--- src/dtrc_pkg.sv ---
`timescale 1ns / 1ps
// Shared types and constants of the debounced tach rate counter.
// Used by every module of the block; depends on nothing.
package dtrc_pkg;

    localparam int LEVEL_BITS     = 4;
    localparam int OUT_FIELDS     = 4;
    localparam int HIGH_W         = 8;
    localparam int COUNT_W        = 16;
    localparam int GATE_W         = 16;
    localparam int CFG_DATA_W     = 16;
    localparam int CFG_INDEX_W    = 1;

    localparam logic [HIGH_W-1:0]  HIGH_TIME_MAX  = 8'd255;
    localparam logic [COUNT_W-1:0] COUNT_MAX      = 16'd65535;
    localparam logic [GATE_W-1:0]  GATE_RESET     = 16'd1000;
    localparam logic [HIGH_W-1:0]  MIN_HIGH_RESET = 8'd4;

    typedef enum logic [CFG_INDEX_W-1:0] {
        CFG_GATE_TICKS     = 1'b0,
        CFG_MIN_HIGH_TICKS = 1'b1
    } t_cfg_index;

    // Per-tick control from the gate countdown to the channel counters.
    typedef struct packed {
        logic step;        // a tick is being applied this cycle
        logic window_end;  // this tick closes the measurement window
    } t_tick_ctl;

endpackage

--- src/dtrc_channel.sv ---
`timescale 1ns / 1ps
// One tachometer channel: high-time debounce and saturating pulse count.
// Depends on dtrc_pkg.
module dtrc_channel (
    input  logic                         i_clk,
    input  logic                         i_rst_n,
    input  dtrc_pkg::t_tick_ctl          i_ctl,
    input  logic                         i_level,
    input  logic [dtrc_pkg::HIGH_W-1:0]  i_min_high,
    output logic [dtrc_pkg::COUNT_W-1:0] o_count
);

    logic [dtrc_pkg::HIGH_W-1:0]  r_high_time, n_high_time;
    logic [dtrc_pkg::COUNT_W-1:0] r_pulse_count, n_pulse_count;

    always_comb begin
        n_high_time   = r_high_time;
        n_pulse_count = r_pulse_count;
        if (i_level) begin
            if (r_high_time != dtrc_pkg::HIGH_TIME_MAX) begin
                n_high_time = r_high_time + 1'b1;
                // count once, on the step up to the threshold
                if (n_high_time == i_min_high && r_pulse_count != dtrc_pkg::COUNT_MAX) begin
                    n_pulse_count = r_pulse_count + 1'b1;
                end
            end
        end else begin
            n_high_time = '0;
        end
    end

    // count including this tick, for the result of a closing window
    assign o_count = n_pulse_count;

    always_ff @(posedge i_clk) begin
        if (!i_rst_n) begin
            r_high_time   <= '0;
            r_pulse_count <= '0;
        end else if (i_ctl.step) begin
            r_high_time   <= n_high_time;
            r_pulse_count <= i_ctl.window_end ? '0 : n_pulse_count;
        end
    end

endmodule

--- src/dtrc_gate.sv ---
`timescale 1ns / 1ps
// Measurement window countdown; flags the tick that closes each window.
// Depends on dtrc_pkg.
module dtrc_gate (
    input  logic                        i_clk,
    input  logic                        i_rst_n,
    input  logic                        i_step,
    input  logic [dtrc_pkg::GATE_W-1:0] i_gate_ticks,
    output dtrc_pkg::t_tick_ctl         o_ctl
);

    logic [dtrc_pkg::GATE_W-1:0] r_remaining, n_remaining;
    logic                        w_expire;

    // a reload of zero wraps here, giving a full 65536-tick window
    assign n_remaining = r_remaining - 1'b1;
    assign w_expire    = (n_remaining == '0);

    assign o_ctl.step       = i_step;
    assign o_ctl.window_end = i_step & w_expire;

    always_ff @(posedge i_clk) begin
        if (!i_rst_n) begin
            r_remaining <= dtrc_pkg::GATE_RESET;
        end else if (i_step) begin
            r_remaining <= w_expire ? i_gate_ticks : n_remaining;
        end
    end

endmodule

--- src/debounced_tach_rate_counter_core.sv ---
`timescale 1ns / 1ps
// Debounced tach rate counter: one tick item per cycle while o_stall is low, four
// pulse rates per window. An accepted tick is registered in the input register; the
// result of a window-closing tick goes from there to the result or skid register.
// A result/skid register pair absorbs a stalled result.
// Reset: synchronous, active low; counters clear, window reloads 1000, registers
// return to gate_ticks 1000 and min_high_ticks 4. Depends on dtrc_pkg.
module debounced_tach_rate_counter_core #(
    parameter int CHANNELS = 4
) (
    input  logic                                 i_clk,
    input  logic                                 i_rst_n,
    input  logic                                 i_valid,
    output logic                                 o_stall,
    input  logic [dtrc_pkg::LEVEL_BITS-1:0]      i_tach_levels,
    output logic                                 o_valid,
    input  logic                                 i_stall,
    output logic [dtrc_pkg::COUNT_W-1:0]         o_rate_ch0,
    output logic [dtrc_pkg::COUNT_W-1:0]         o_rate_ch1,
    output logic [dtrc_pkg::COUNT_W-1:0]         o_rate_ch2,
    output logic [dtrc_pkg::COUNT_W-1:0]         o_rate_ch3,
    input  logic                                 i_cfg_we,
    input  logic [dtrc_pkg::CFG_INDEX_W-1:0]     i_cfg_index,
    input  logic [dtrc_pkg::CFG_DATA_W-1:0]      i_cfg_data
);

    localparam int NF = dtrc_pkg::OUT_FIELDS;

    typedef logic [dtrc_pkg::COUNT_W-1:0] t_rate;

    logic [dtrc_pkg::GATE_W-1:0]     r_gate_ticks;
    logic [dtrc_pkg::HIGH_W-1:0]     r_min_high;
    logic                            r_in_valid;
    logic [dtrc_pkg::LEVEL_BITS-1:0] r_in_levels;
    logic                            r_out_valid, r_skid_valid;
    t_rate                           r_out [NF];
    t_rate                           r_skid [NF];
    t_rate                           n_result [NF];
    t_rate                           w_count [CHANNELS];
    dtrc_pkg::t_tick_ctl             w_ctl;
    logic                            w_in_accept, w_pop, w_push;

    // configuration registers
    always_ff @(posedge i_clk) begin
        if (!i_rst_n) begin
            r_gate_ticks <= dtrc_pkg::GATE_RESET;
            r_min_high   <= dtrc_pkg::MIN_HIGH_RESET;
        end else if (i_cfg_we) begin
            unique case (dtrc_pkg::t_cfg_index'(i_cfg_index))
                dtrc_pkg::CFG_GATE_TICKS:     r_gate_ticks <= i_cfg_data;
                dtrc_pkg::CFG_MIN_HIGH_TICKS: r_min_high   <= i_cfg_data[dtrc_pkg::HIGH_W-1:0];
            endcase
        end
    end

    // hold the input while the skid is full or a tick's result could find no slot
    assign o_stall     = r_skid_valid | (r_out_valid & r_in_valid & i_stall);
    assign w_in_accept = i_valid & ~o_stall;

    always_ff @(posedge i_clk) begin
        if (!i_rst_n) begin
            r_in_valid <= 1'b0;
        end else begin
            r_in_valid <= w_in_accept;
        end
    end

    always_ff @(posedge i_clk) begin
        if (w_in_accept) begin
            r_in_levels <= i_tach_levels;
        end
    end

    dtrc_gate u_gate (
        .i_clk        (i_clk),
        .i_rst_n      (i_rst_n),
        .i_step       (r_in_valid),
        .i_gate_ticks (r_gate_ticks),
        .o_ctl        (w_ctl)
    );

    for (genvar ch = 0; ch < CHANNELS; ch++) begin : g_ch
        logic w_level;
        if (ch < dtrc_pkg::LEVEL_BITS) begin : g_pin
            assign w_level = r_in_levels[ch];
        end else begin : g_nopin
            assign w_level = 1'b0;
        end
        dtrc_channel u_channel (
            .i_clk      (i_clk),
            .i_rst_n    (i_rst_n),
            .i_ctl      (w_ctl),
            .i_level    (w_level),
            .i_min_high (r_min_high),
            .o_count    (w_count[ch])
        );
    end

    for (genvar f = 0; f < NF; f++) begin : g_field
        if (f < CHANNELS) begin : g_used
            assign n_result[f] = w_count[f];
        end else begin : g_unused
            assign n_result[f] = '0;
        end
    end

    assign w_push = w_ctl.window_end;
    assign w_pop  = r_out_valid & ~i_stall;

    always_ff @(posedge i_clk) begin
        if (!i_rst_n) begin
            r_out_valid  <= 1'b0;
            r_skid_valid <= 1'b0;
        end else if (r_skid_valid) begin
            // input is held while the skid is full, so no push here
            if (w_pop) begin
                r_skid_valid <= 1'b0;
            end
        end else if (w_push) begin
            if (r_out_valid && !w_pop) begin
                r_skid_valid <= 1'b1;
            end else begin
                r_out_valid <= 1'b1;
            end
        end else if (w_pop) begin
            r_out_valid <= 1'b0;
        end
    end

    always_ff @(posedge i_clk) begin
        if (r_skid_valid) begin
            if (w_pop) begin
                r_out <= r_skid;
            end
        end else if (w_push) begin
            if (r_out_valid && !w_pop) begin
                r_skid <= n_result;
            end else begin
                r_out <= n_result;
            end
        end
    end

    assign o_valid    = r_out_valid;
    assign o_rate_ch0 = r_out[0];
    assign o_rate_ch1 = r_out[1];
    assign o_rate_ch2 = r_out[2];
    assign o_rate_ch3 = r_out[3];

endmodule

--- config.mk ---
export PLATFORM = sky130hd
export DESIGN_NAME = debounced_tach_rate_counter_core
export DESIGN_NICKNAME = d
export VERILOG_FILES = /design/src/dtrc_pkg.sv /design/src/dtrc_channel.sv /design/src/dtrc_gate.sv /design/src/debounced_tach_rate_counter_core.sv
export SDC_FILE = /design/constraint.sdc
export NUM_CORES = 1
export LEC_CHECK = 0
export ABC_AREA = 1
export BUFFER_PORTS_ARGS = -buffer_cell sky130_fd_sc_hd__buf_2
export CAP_MARGIN = 0
export CORE_UTILIZATION = 40
export CTS_CLUSTER_DIAMETER = 80
export CTS_CLUSTER_SIZE = 24
export DETAILED_ROUTE_END_ITERATION = 7
export PLACE_DENSITY = 0.61
export SYNTH_ARGS = -nofsm -noshare
export SYNTH_HDL_FRONTEND = slang
export SYNTH_SLANG_ARGS = --single-unit
--- constraint.sdc ---
create_clock -name i_clk -period 7 [get_ports i_clk]
set_clock_uncertainty 0.15 [all_clocks]
set_input_delay 1.4 -clock i_clk [delete_from_list [all_inputs] [get_ports i_clk]]
set_output_delay 1.4 -clock i_clk [all_outputs]
set_load 0.005 [all_outputs]
==> insert_results.sql <==
INSERT INTO impl_metrics (metric_group, metric, value, unit) VALUES
('timing', 'fmax', '273', 'MHz'),
('timing', 'final.min_clock_period', '3660', 'ps'),
('routing', 'drt_pass1_iterations', '5', ''),
('critical_path', 'worstPathMaxFanout', '5', ''),
('routing', 'drt-wirelength-per-cell', '14.5', 'um'),
('die', 'floorplan.initialDensity', '41.1', '%'),
('timing', 'grt_setup_unrepaired', 'no', ''),
('synthesis', 'post_synth_instance_area', '14300', 'um2'),
('critical_path', 'critPathCapture', 'o_stall', ''),
('global_route', 'initial_antenna_violation_count', '0', ''),
('power_and_ir_drop', 'power_report.internal_total', '0.00225', 'W'),
('routing', 'vias', '12566', ''),
('clock_tree', 'clkLatencyLatePin', '530', 'ps'),
('timing', 'worst_max_slew_pin_slew', '1140', 'ps'),
('synthesis', 'syn-num-nets', '1967', ''),
('timing', 'setup_violations', '0', ''),
('finish', 'syn2layout_area_growth', '9.37', '%'),
('power_and_ir_drop', 'peak_supply_drop', '0.144', 'mV'),
('synthesis', 'synth_top_area_share', '27.6', '%'),
('power_and_ir_drop', 'leakage', '6.19', 'nW'),
('die', 'floorplan.rows', '68', ''),
('status', 'run_status', 'finished, final reports clean', ''),
('routing', 'iteration_0_drc_markers', '991', ''),
('routing', 'drc_violations_left', '0', ''),
('critical_path', 'worst_setup_path_start_kind', 'input port', ''),
('clock_tree', 'postCtsHoldBufs', '0', ''),
('clock_tree', 'post_cts_setup_repair_bufs', '0', ''),
('global_route', 'vias_in_the_first_global_route', '11766', ''),
('critical_path', 'regToRegStartpoint', 'u_gate.r_remaining[0]', ''),
('timing', 'final.setup.tns', '0', 'ps'),
('place', 'dp.cells', '2418', ''),
('place', 'port_buffers', '91', ''),
('critical_path', 'crit-reg2reg-capture', 'o_rate_ch3[14]', ''),
('critical_path', 'crit_required', '5450', 'ps'),
('global_route', 'overflow', '0', ''),
('die', 'core', '34900', 'um2'),
('timing', 'period_share', '52.3', '%'),
('power_and_ir_drop', 'clock_power_share', '38.0', '%'),
('power_and_ir_drop', 'switching_share', '24.4', '%'),
('routing', 'postRouteWirelength', '35500', 'um'),
('synthesis', 'yosys.area.top_type', 'edfxtp_1', ''),
('synthesis', 'ys_warn_count', '0', ''),
('clock_tree', 'cts.reportedPaths.clkPinSlew', '100', 'ps'),
('global_route', 'grt_start_max_net_pins', '80', ''),
('synthesis', 'yosys-top-cells-count', 'nand2_1, nand3_1, inv_1', ''),
('die', 'die_height', '191', 'um'),
('timing', 'relSlewSlack', '23.9', '%'),
('place', 'last_weighted_congestion_value_of_the_routability_driven_placer', '0.858', ''),
('power_and_ir_drop', 'power_switching', '0.000725', 'W'),
('critical_path', 'timing.critical_path.arrival', '2110', 'ps'),
('synthesis', 'yosysSeqAreaShare', '47.0', '%'),
('synthesis', 'synth_enable_flop_cells', '132', ''),
('synthesis', 'post_synth_num_cell_types', '38', ''),
('clock_tree', 'cts_resized', '0', ''),
('routing', 'route.detailed.vias_per_inst', '5.14', ''),
('die', 'design.portCount', '92', ''),
('synthesis', 'postSynthCellCount', '1931', ''),
('synthesis', 'cell_types_with_the_largest_area_share_after_synthesis', 'edfxtp_1, dfxtp_1, nand2_1', ''),
('routing', 'drtAntennaViolNets', '0', ''),
('critical_path', 'reg2regPathDepth', '13', ''),
('critical_path', 'worstSetupPathType', 'input port to output port', ''),
('min_path', 'timing.hold.worst.class', 'flip-flop to flip-flop', ''),
('power_and_ir_drop', 'power_frac_seq', '56.6', '%'),
('die', 'fp.dieArea', '36600', 'um2'),
('finish', 'finish.cell_count_without_fillers', '2447', ''),
('place', 'final_hpwl_from_detailed_placement', '23500', 'um'),
('clock_tree', 'cts_tree', 'built', ''),
('clock_tree', 'cts_root_buffer_type', 'clkbuf_16', ''),
('synthesis', 'synthArstFlopShare', '0', '%'),
('synthesis', 'primary_flip_flop_cell_chosen_by_synthesis_mapping', 'dfxtp_1', ''),
('synthesis', 'syn-mean-instance-area', '7.43', 'um2');
-- registers in the layout (all words and copies together), names as in the netlist --
name	flops
r_min_high	8
r_in_levels	4
r_skid_valid	1
g_ch.u_channel.r_high_time	32
g_ch.u_channel.r_pulse_count	64
r_skid	64
r_in_valid	1
u_gate.r_remaining	16
o_rate_ch3	16
r_gate_ticks	16
o_valid	1
o_rate_ch0	16
o_rate_ch1	16
o_rate_ch2	16
-- worst max-delay path, stage by stage --
cell	delay, ps
buf_2	90
nand2_1	120
o21ai_0	320
buf_2	180
-- layout make-up --
class / instances / area, um2
clock inverters: 10 / 140
well taps: 455 / 569
fillers: 3620 / 19200
clock buffers: 19 / 433
inverters: 220 / 826
flip-flops and latches: 271 / 6750
multi-input cells: 1374 / 6460
repair buffers: 98 / 508
-- layer usage --
metal / track usage, % / wire length [um] / up-vias
met3: 2.35 / 1560 / 47
met4: 5.43 / 743 / 0
met1: 27.0 / 17000 / 5781
met2: 32.7 / 16200 / 252
li1: - / - / 6486
met5: 0 / 0 / -
-- how the worst min path moves through the flow --
stage | from | end | slack (ps) | cells past startpoint
after global placement | r_gate_ticks[3] | r_gate_ticks[3] | 290 | 2
after CTS | r_gate_ticks[5] | u_gate.r_remaining[5] | 310 | 2
after global routing | r_gate_ticks[15] | u_gate.r_remaining[15] | 350 | 2
after floorplan | r_gate_ticks[3] | r_gate_ticks[3] | 280 | 2
after detailed placement | r_gate_ticks[6] | r_gate_ticks[6] | 290 | 2
final | r_gate_ticks[5] | u_gate.r_remaining[5] | 310 | 2
-- cell families after synthesis --
family / synth area share (%)
simple gates: 35.7
buf+inv: 8.02
flops: 47.0
compound gates: 7.75
xor+xnor: 0.672
fa+ha+maj: 0.872
-- stage by stage --
stage / hold slack, ps / cell area, um2 / setup slack, ps / util [%] / total power, W
final: 309 / 15700 / 3340 / 45.0 / 0.00297
after CTS: 309 / 15700 / 3320 / 45.0 / 0.00301
after global placement: 292 / 15100 / 3370 / 43.3 / 0.00188
after global routing: 350 / 15700 / 3200 / 45.0 / 0.00308
after floorplan: 279 / 14300 / 33.2 / - / 0.00183
after detailed placement: 294 / 15100 / 3320 / 43.3 / 0.00188
-- cells in the final DEF, fill, tap and decap left out, drive strengths merged --
master	count
nand2	583
nand3	252
inv	222
nor2	199
dfxtp	139
edfxtp	132
a21oi	115
buf	98
nand4	57
o21ai	57
a31oi	29
nor3	29
and2	20
clkbuf	19
ha	10
xnor2	6
xor2	5
a32oi	4
clkinv	4
nand3b	2
bufinv	2
o21bai	2
clkinvlp	2
nor4	1
or2	1
a21boi	1
o211ai	1
-- power by group through the flow --
| stage | registers [W] | logic, W | clock network [W] |
|---|---|---|---|
| floorplan | 0.00171 | 0.000123 | 0 |
| global placement | 0.00172 | 0.000161 | 0 |
| detailed placement | 0.00172 | 0.000162 | 0 |
| CTS | 0.00168 | 0.000162 | 0.00117 |
| global route | 0.00168 | 0.000181 | 0.00121 |
| finish | 0.00168 | 0.000161 | 0.00113 |
Power figures use the tool's default switching activity.
